===== src/hdl/erdef_pkg.sv =====
// ----------------------------------------------------------------------------
// erdef_pkg: shared definitions for the event record deframer
// Phase codes, marker words, swap modes, register indexes, result word type.
// ----------------------------------------------------------------------------
`default_nettype none

package erdef_pkg;

  // record phase
  typedef enum logic [1:0] {
    PH_COUNT  = 2'd0,
    PH_MARKER = 2'd1,
    PH_BODY   = 2'd2
  } phase_t;

  // old format swap rule
  typedef enum logic [1:0] {
    SWAP_CHECK  = 2'd0,
    SWAP_ALWAYS = 2'd1,
    SWAP_NEVER  = 2'd2,
    SWAP_UNUSED = 2'd3
  } swap_mode_t;

  // configuration register indexes
  localparam logic CFG_OLD_FORMAT = 1'b0;
  localparam logic CFG_SWAP_MODE  = 1'b1;

  // endian markers and masks
  localparam logic [31:0] MARK_NATIVE  = 32'h1234_5678;
  localparam logic [31:0] MARK_SWAPPED = 32'h7856_3412;
  localparam logic [31:0] HALF_MASK    = 32'hffff_0000;

  // result queue geometry
  localparam int unsigned QUEUE_DEPTH = 4;
  localparam int unsigned QPTR_W      = $clog2(QUEUE_DEPTH);
  localparam int unsigned QCNT_W      = $clog2(QUEUE_DEPTH + 1);

  // one result word
  typedef struct packed {
    logic [31:0] data;
    logic        last;
    logic        err;
  } result_t;

  // reverse the byte order of a word
  function automatic logic [31:0] byte_swap(input logic [31:0] w);
    byte_swap = {w[7:0], w[15:8], w[23:16], w[31:24]};
  endfunction

endpackage

`default_nettype wire


===== src/hdl/event_record_deframer_endian_fix.sv =====
// ----------------------------------------------------------------------------
// event_record_deframer_endian_fix: event record deframer with endian fix
// Cuts a raw word stream into records, fixes byte order per record from the
// endian marker or the old format swap rule, and flags the last word.
// ----------------------------------------------------------------------------
//
//  channel   direction  handshake             payload
//  ------    ---------  --------------------  ---------------------------------
//  in        input      in_valid / in_stall   raw_word, discard
//  out       output     out_valid / out_stall data_word, last_word, endian_error
//  cfg       input      cfg_valid / cfg_ready cfg_index, cfg_data
//
//  One input word is taken per cycle while in_stall is low; its results (none,
//  one or two) are written into a four entry result queue in the same cycle and
//  leave it one per cycle while out_stall is low, so a marker word's two
//  results are balanced by the count word before it. in_stall rises only while
//  the queue holds more than two words. Reset (rst, synchronous) empties the
//  queue, clears both registers and returns to waiting for a count word.
//  cfg_ready is always high.
`default_nettype none

module event_record_deframer_endian_fix (
  input  wire logic        clk,
  input  wire logic        rst,
  // input words
  input  wire logic        in_valid,
  output logic             in_stall,
  input  wire logic [31:0] raw_word,
  input  wire logic        discard,
  // result words
  output logic             out_valid,
  input  wire logic        out_stall,
  output logic [31:0]      data_word,
  output logic             last_word,
  output logic             endian_error,
  // configuration writes
  input  wire logic        cfg_valid,
  output logic             cfg_ready,
  input  wire logic        cfg_index,
  input  wire logic [1:0]  cfg_data
);

  // configuration registers
  logic                   old_format;
  erdef_pkg::swap_mode_t  swap_mode;

  // record state
  erdef_pkg::phase_t phase, phase_next;
  logic [31:0]       held_count_word, held_count_word_next;
  logic [31:0]       words_left, words_left_next;
  logic              swap_flag, swap_flag_next;

  // results of the current word
  logic [1:0]          res_num;
  erdef_pkg::result_t  res0, res1;

  // result queue
  erdef_pkg::result_t               queue [erdef_pkg::QUEUE_DEPTH];
  logic [erdef_pkg::QPTR_W-1:0]     wr_ptr, rd_ptr;
  logic [erdef_pkg::QCNT_W-1:0]     fill;

  logic in_fire, out_fire, cfg_fire;
  logic [erdef_pkg::QCNT_W-1:0] push_cnt, pop_cnt;

  // handshakes
  assign cfg_ready = 1'b1;
  assign cfg_fire  = cfg_valid & cfg_ready;
  assign in_stall  = fill > erdef_pkg::QCNT_W'(2);
  assign in_fire   = in_valid & ~in_stall;
  assign out_valid = fill != '0;
  assign out_fire  = out_valid & ~out_stall;

  // configuration register writes
  always_ff @(posedge clk) begin
    if (rst) begin
      old_format <= 1'b0;
      swap_mode  <= erdef_pkg::SWAP_CHECK;
    end else if (cfg_fire) begin
      case (cfg_index)
        erdef_pkg::CFG_OLD_FORMAT: old_format <= cfg_data[0];
        erdef_pkg::CFG_SWAP_MODE:  swap_mode  <= erdef_pkg::swap_mode_t'(cfg_data);
        default: ;
      endcase
    end
  end

  // next state of the record
  always_comb begin
    logic [31:0] cnt;
    logic        swap;
    erdef_pkg::phase_t ph;
    phase_next           = phase;
    held_count_word_next = held_count_word;
    words_left_next      = words_left;
    swap_flag_next       = swap_flag;
    ph                   = discard ? erdef_pkg::PH_COUNT : phase;
    cnt                  = '0;
    swap                 = 1'b0;
    if (discard) begin
      words_left_next = '0;
    end
    case (ph)
      erdef_pkg::PH_COUNT: begin
        held_count_word_next = raw_word;
        if (!old_format) begin
          phase_next = erdef_pkg::PH_MARKER;
        end else begin
          case (swap_mode)
            erdef_pkg::SWAP_CHECK:  swap = (raw_word & erdef_pkg::HALF_MASK) != '0;
            erdef_pkg::SWAP_ALWAYS: swap = 1'b1;
            default:                swap = 1'b0;
          endcase
          swap_flag_next  = swap;
          cnt             = swap ? erdef_pkg::byte_swap(raw_word) : raw_word;
          words_left_next = cnt;
          phase_next      = (cnt == '0) ? erdef_pkg::PH_COUNT : erdef_pkg::PH_BODY;
        end
      end
      erdef_pkg::PH_MARKER: begin
        if (raw_word == erdef_pkg::MARK_NATIVE || raw_word == erdef_pkg::MARK_SWAPPED) begin
          swap            = raw_word == erdef_pkg::MARK_SWAPPED;
          swap_flag_next  = swap;
          cnt             = swap ? erdef_pkg::byte_swap(held_count_word) : held_count_word;
          words_left_next = (cnt != '0) ? cnt - 32'd1 : '0;
          phase_next      = (cnt <= 32'd1) ? erdef_pkg::PH_COUNT : erdef_pkg::PH_BODY;
        end else begin
          words_left_next = '0;
          phase_next      = erdef_pkg::PH_COUNT;
        end
      end
      erdef_pkg::PH_BODY: begin
        words_left_next = (words_left != '0) ? words_left - 32'd1 : '0;
        phase_next      = (words_left <= 32'd1) ? erdef_pkg::PH_COUNT : erdef_pkg::PH_BODY;
      end
      default: begin
        phase_next = erdef_pkg::PH_COUNT;
      end
    endcase
  end

  // result words of the current input word
  always_comb begin
    logic [31:0] cnt;
    logic        swap;
    erdef_pkg::phase_t ph;
    ph      = discard ? erdef_pkg::PH_COUNT : phase;
    res_num = 2'd0;
    res0    = '0;
    res1    = '0;
    cnt     = '0;
    swap    = 1'b0;
    case (ph)
      erdef_pkg::PH_COUNT: begin
        if (old_format) begin
          case (swap_mode)
            erdef_pkg::SWAP_CHECK:  swap = (raw_word & erdef_pkg::HALF_MASK) != '0;
            erdef_pkg::SWAP_ALWAYS: swap = 1'b1;
            default:                swap = 1'b0;
          endcase
          cnt       = swap ? erdef_pkg::byte_swap(raw_word) : raw_word;
          res_num   = 2'd1;
          res0.data = cnt;
          res0.last = cnt == '0;
        end
      end
      erdef_pkg::PH_MARKER: begin
        if (raw_word == erdef_pkg::MARK_NATIVE || raw_word == erdef_pkg::MARK_SWAPPED) begin
          swap      = raw_word == erdef_pkg::MARK_SWAPPED;
          cnt       = swap ? erdef_pkg::byte_swap(held_count_word) : held_count_word;
          res_num   = 2'd2;
          res0.data = cnt;
          res1.data = swap ? erdef_pkg::byte_swap(raw_word) : raw_word;
          res1.last = cnt <= 32'd1;
        end else begin
          res_num   = 2'd1;
          res0.data = raw_word;
          res0.err  = 1'b1;
        end
      end
      erdef_pkg::PH_BODY: begin
        res_num   = 2'd1;
        res0.data = swap_flag ? erdef_pkg::byte_swap(raw_word) : raw_word;
        res0.last = words_left <= 32'd1;
      end
      default: ;
    endcase
  end

  // record state registers
  always_ff @(posedge clk) begin
    if (rst) begin
      phase           <= erdef_pkg::PH_COUNT;
      held_count_word <= '0;
      words_left      <= '0;
      swap_flag       <= 1'b0;
    end else if (in_fire) begin
      phase           <= phase_next;
      held_count_word <= held_count_word_next;
      words_left      <= words_left_next;
      swap_flag       <= swap_flag_next;
    end
  end

  // queue pointers and fill level
  assign push_cnt = in_fire ? erdef_pkg::QCNT_W'(res_num) : '0;
  assign pop_cnt  = erdef_pkg::QCNT_W'(out_fire);

  always_ff @(posedge clk) begin
    if (rst) begin
      wr_ptr <= '0;
      rd_ptr <= '0;
      fill   <= '0;
    end else begin
      wr_ptr <= wr_ptr + erdef_pkg::QPTR_W'(push_cnt);
      rd_ptr <= rd_ptr + erdef_pkg::QPTR_W'(pop_cnt);
      fill   <= fill + push_cnt - pop_cnt;
    end
  end

  // queue storage
  always_ff @(posedge clk) begin
    if (in_fire && res_num != 2'd0) begin
      queue[wr_ptr] <= res0;
    end
    if (in_fire && res_num == 2'd2) begin
      queue[wr_ptr + erdef_pkg::QPTR_W'(1)] <= res1;
    end
  end

  // head of the queue drives the result port
  assign data_word    = queue[rd_ptr].data;
  assign last_word    = queue[rd_ptr].last;
  assign endian_error = queue[rd_ptr].err;

endmodule

`default_nettype wire


===== config.mk =====
export PLATFORM = sky130hd
export DESIGN_NAME = event_record_deframer_endian_fix
export DESIGN_NICKNAME = d
export VERILOG_FILES = /design/src/hdl/erdef_pkg.sv /design/src/hdl/event_record_deframer_endian_fix.sv
export SDC_FILE = /design/constraint.sdc
export NUM_CORES = 1
export LEC_CHECK = 0
export ABC_AREA = 1
export BUFFER_PORTS_ARGS = -buffer_cell sky130_fd_sc_hd__buf_2
export CAP_MARGIN = 20
export CELL_PAD_IN_SITES_DETAIL_PLACEMENT = 0
export CELL_PAD_IN_SITES_GLOBAL_PLACEMENT = 1
export CORE_MARGIN = 2
export CORE_UTILIZATION = 46
export CTS_CLUSTER_DIAMETER = 80
export DETAILED_ROUTE_END_ITERATION = 8
export HOLD_SLACK_MARGIN = 0.05
export PLACE_DENSITY = 0.92
export SLEW_MARGIN = 20
export SYNTH_ARGS = -nofsm -noshare
export SYNTH_HDL_FRONTEND = slang
export SYNTH_SLANG_ARGS = --single-unit

===== constraint.sdc =====
create_clock -name clk -period 4.6 [get_ports clk]
set_input_delay 0.92 -clock clk [delete_from_list [all_inputs] [get_ports clk]]
set_output_delay 0.92 -clock clk [all_outputs]
set_load 0.02 [all_outputs]

======== After elaboration in Yosys (flattened, before gate mapping) ========
Memories as Yosys holds them, arrays and structs flattened. A register that Yosys moved wholly into a read port is not among the register bits.
Cells that the tools add are included.
storage, ports and cells
  memories kept ........................... 1
  output and inout bits ................... 37
  register bits after elaboration ......... 77
  memory bits (writable) .................. 136
memory list
  name   depth  bits a word  read ports  clocked after memory_dff  write ports  RTL line                                text
  queue  4      34           1           1                         2            event_record_deframer_endian_fix.sv:58  erdef_pkg::result_t queue [erdef_pkg::QUEUE_DEPTH];
cells by class
  order comparisons ....................... 3
  eq/ne operators ......................... 8
  bitwise operators ....................... 5
  add/subtract/negate cells ............... 7
  reductions and logical operators ........ 16
  mux-type cells .......................... 40
operators by type and width
  cell                   number
  $mux 32                10
  $pmux 32 s3            2
  $mux 33                3
  $reduce_bool 32->1     3
  $le 32x1->1 const B    2
  $sub 32x1->32 const B  2
  $eq 32x29->1 const B   1
  $eq 32x31->1 const B   1
  $logic_not 32->1       1
  $mux 2                 9
  $pmux 2 s3             2
  $mux 1                 11
  $pmux 1 s2             3
  $reduce_and 2->1       3
  $eq 2x1->1 const B     2
  $eq 2x2->1 const B     2
  $logic_not 2->1        2
  $ne 2x2->1 const B     2
  $reduce_and 4->1       1
  $reduce_bool 2->1      2
  $add 3x2->3            1
  $gt 3x2->1 const B     1
  $not 1->1              3
  $reduce_bool 3->1      1
  7 further kinds        9

======== Depth between registers and ports, before layout ========
  depth in word-level cells ............... 9
  depth in mapped cells ................... 20

======== Worst setup path after synthesis ========
No wires, ideal clock.
  path kind ............................... in2reg
  start ................................... input port raw_word[27]
  end ..................................... memory queue[0][10] in the netlist's numbering (enable)
  stages .................................. 14
  path buffers ............................ 4
  data arrival time ....................... 3220 ps
  path slack .............................. 989 ps
  cell sequence ........................... buf_2 > nand2_1 > nor2_1 > nand2_1 > nor2_4 > nand2_4 > buf_6 > buf_6 > nand2_1 > nand2_1 > nor2_1 > nand2_1 > clkbuf_1 > nand2_1
RTL lines
  what         RTL line                                text
  from (decl)  event_record_deframer_endian_fix.sv:28  input wire logic [31:0] raw_word,
  to (decl)    event_record_deframer_endian_fix.sv:58

==> results.toml <==
[outcome]
status = "completed"

[clock_tree]
clock-sinks = 213
cts_resized = 0
numCtsBuffers = 25
clk_transition_reported_paths_ns = 0.06
cts-root-buf = "clkbuf_16"
htreeDepth = 1
cts_hold_buf = 0
cts_tree = "built"
clk_latency_ns = 0.54
cts_buffer_depth = 3
post_cts_buffers = 0

[drt]
antenna_left = 0
dr.pass1.iters = 6
drc = 0
route.vias.total = 14030
vias_per_cell = 5.823
wl_um = 52290
dr.first_iter.drc_count = 1461
wl_per_cell_um = 21.70

[logic_synthesis]
synth_area_leader_cell = "edfxtp_1"
synth.top_cells.by_area = "edfxtp_1 (28%), nand2_1 (12%), dfxtp_1 (11%)"
synth_seq_area_share_pct = 39.39
synth_cells = 1946
ys_ff_latch = 213
synth_nets = 1998
async_reset_ff_share_pct = 0
synth_area_per_cell_sq_um = 7.287
yosysTopAreaCellShare_pct = 27.95
synth-edff-count = 132
yosys_warnings = 0
syn-cell-area_sq_um = 14180
ys.flop_type = "edfxtp_1"
synth.distinct_cells = 55

[critical_path]
startpoint_type = "flop"
rr_startpoint = "phase[1]$_SDFFE_PP0P_"
cp_max_fo = 36
reg2reg_depth = 11
crit_path_start = "rd_ptr[1]$_SDFF_PP0_"
arrival_ns = 2.73
endpoint_kind = "output pin"
ff2ff_setup_slack_ns = 1.44
criticalPathCategory = "flop to output pin"
cp_data_required_time_ns = 3.68

[die]
rows = 64
die_y_um = 179.6
die_w_um = 179.6
io_pins = 78
placeableCoreArea_sq_um = 30510
start_util_pct = 46.48
die_area_sq_um = 32250

[global_route]
antenna_found_initial = 0
grt_use_total_pct = 31.34
grt_pass1_vias = 12980
overflow = 0
grt_pass1_wl_um = 78090
grt_start_max_net_pins = 70

[min_path]
min_from = "queue[1][0]$_SDFFE_PP0P_"
hold_path_class = "flop to flop"
whs_path_depth = 2

[timing]
fin_setup_tns_ns = 0
rsz0062_at_grt = "no"
setup_viol_count_final = 0
max_slew.worst_pin.slew_ns = 1.112
period_needed_ns = 3.647
fmax_mhz = 274.2
period_share_pct = 79.29
report.final.slew_viol_count = 0
skew_ns = 0.01642
hold_viol = 0
slew_headroom_pct = 25.12

[final_layout]
drive_above_1_share_pct = 15.24
flow.area_growth_from_synthesis_pct = 10.29
design_area_sq_um = 15640
fin_nets = 2049
insertedDiodeCount = 0

[pwr]
vdd_drop_max_uv = 291.1
p_per_area_nw_per_um2 = 454.6
p_leak_nw = 7.036

[placement]
port_buffers = 76
gp_congestion = 1.049
dp_hpwl_um = 37840
placedInstanceArea_sq_um = 14860

[run]
maxCapViolCount = 0
==> power breakdown <==
group | internal [mW] | switching [mW] | leakage [nW] | total [mW]
Clock | 1.05 | 0.830 | 0.357 | 1.88
Sequential | 2.19 | 0.137 | 1.96 | 2.33
Combinational | 0.824 | 2.08 | 4.72 | 2.90
Total | 4.07 | 3.04 | 7.04 | 7.11
==> layer usage <==
layer | track usage [%] | vias to the layer above | share of wire (%)
met4 | 18.31 | 0 | 6.9
met3 | 4.417 | 183 | 8.2
met1 | 40.39 | 6520 | 40
met2 | 50.38 | 758 | 45
li1 | - | 6573 | -
met5 | 0 | - | 0
==> worst max-delay path, cell delays in order (launching register included) <==
cell and delay (ns):
dfxtp_1 0.29, buf_4 0.24, inv_1 0.82, o21ai_0 0.21, o22ai_1 0.36, buf_2 0.24
==> metrics by stage <==
step / std cells / hold slack (ns) / util, % / setup slack (ns) / power (mW)
6_report: 2410 / 0.4632 / 51.26 / 0.9527 / 7.110
5_1_grt: 2410 / 0.4933 / 51.26 / 0.7434 / 7.461
4_1_cts: 2409 / 0.4643 / 51.17 / 0.9727 / 7.067
3_5_place_dp: 2365 / 0.4550 / 48.70 / 0.5324 / 5.206
3_3_place_gp: 2365 / 0.4488 / 48.70 / 0.5062 / 5.179
2_1_floorplan: 1946 / 0.4409 / - / 0.9895 / 4.302
==> state kept, by name, indices dropped and copies added, names as in the netlist <==
| signal | flops |
|---|---|
| phase | 2 |
| queue | 136 |
| swap_mode | 2 |
| swap_flag | 1 |
| words_left | 32 |
| rd_ptr | 2 |
| fill | 3 |
| old_format | 1 |
| wr_ptr | 2 |
| held_count_word | 32 |
==> area by class of cell <==
class / count / area (sq um)
Inverter: 217 / 814.5
Clock buffer: 27 / 633.1
Multi-Input combinational cell: 1423 / 7269
Tap cell: 396 / 495.5
Clock inverter: 17 / 118.9
Fill cell: 3016 / 14870
Timing Repair Buffer: 117 / 720.7
Sequential cell: 213 / 5587
==> synthesized netlist by cell type, types with 5 or more instances <==
| master | number |
|---|---|
| nand2_1 | 470 |
| nor2_1 | 263 |
| o21ai_0 | 199 |
| inv_1 | 192 |
| edfxtp_1 | 132 |
| dfxtp_1 | 81 |
| a21oi_1 | 74 |
| clkbuf_1 | 63 |
| nand3_1 | 62 |
| o22ai_1 | 52 |
| nand2_2 | 34 |
| a21oi_2 | 30 |
| xor2_1 | 30 |
| inv_2 | 22 |
| nand4_1 | 21 |
| nor3_1 | 17 |
| nand3_2 | 16 |
| a211oi_1 | 14 |
| o21ai_1 | 13 |
| buf_6 | 12 |
| a22oi_1 | 11 |
| buf_2 | 10 |
| ha_1 | 10 |
| nor2_4 | 10 |
| xnor2_1 | 10 |
| nor2_2 | 9 |
| o2111ai_1 | 8 |
| o21ai_2 | 8 |
| a2111oi_0 | 6 |
| nor2_8 | 6 |
| buf_4 | 5 |
| nor4_1 | 5 |
| o221a_2 | 5 |
==> layout by cell type (no fill, tap or decap), types with 5 or more instances in the layout <==
| cell type | netlist | final |
|---|---|---|
| inv_2 | 22 | 22 |
| nor2_8 | 6 | 6 |
| o21ai_2 | 8 | 8 |
| a211oi_1 | 14 | 14 |
| o22ai_1 | 52 | 52 |
| a22oi_1 | 11 | 11 |
| nand2_2 | 34 | 34 |
| clkinv_1 | 3 | 12 |
| a21oi_1 | 74 | 73 |
| o221a_2 | 5 | 5 |
| o21ai_0 | 199 | 199 |
| edfxtp_1 | 132 | 132 |
| nand2_1 | 470 | 470 |
| buf_4 | 5 | 39 |
| dfxtp_1 | 81 | 80 |
| nand3_2 | 16 | 16 |
| nor2_2 | 9 | 9 |
| o2111ai_1 | 8 | 8 |
| nand4_1 | 21 | 21 |
| ha_1 | 10 | 10 |
| xnor2_1 | 10 | 10 |
| nand3_1 | 62 | 62 |
| a2111oi_0 | 6 | 6 |
| clkbuf_16 | 0 | 25 |
| nor3_1 | 17 | 17 |
| nor2_4 | 10 | 10 |
| nor2_1 | 263 | 263 |
| nor4_1 | 5 | 5 |
| xor2_1 | 30 | 30 |
| buf_2 | 10 | 76 |
| inv_1 | 192 | 190 |
| a21oi_2 | 30 | 31 |
| o21ai_1 | 13 | 13 |
==> cell families after synthesis <==
logic type,Yosys count,share of synthesized area (%)
compound gates,444,18.84
xor+xnor,40,2.471
fa+ha+maj,11,1.024
buf+inv,310,9.371
flops,213,39.39
other cells,1,0.02645
simple gates,927,28.88
==> path summary, 6_finish.rpt <==
kind,endpoint
min,queue[1][0]$_SDFFE_PP0P_
max,endian_error
max reg2reg,queue[2][24]$_DFFE_PP_
min reg2reg,queue[1][0]$_SDFFE_PP0P_
No activity file was read; power rests on OpenSTA's default activity.
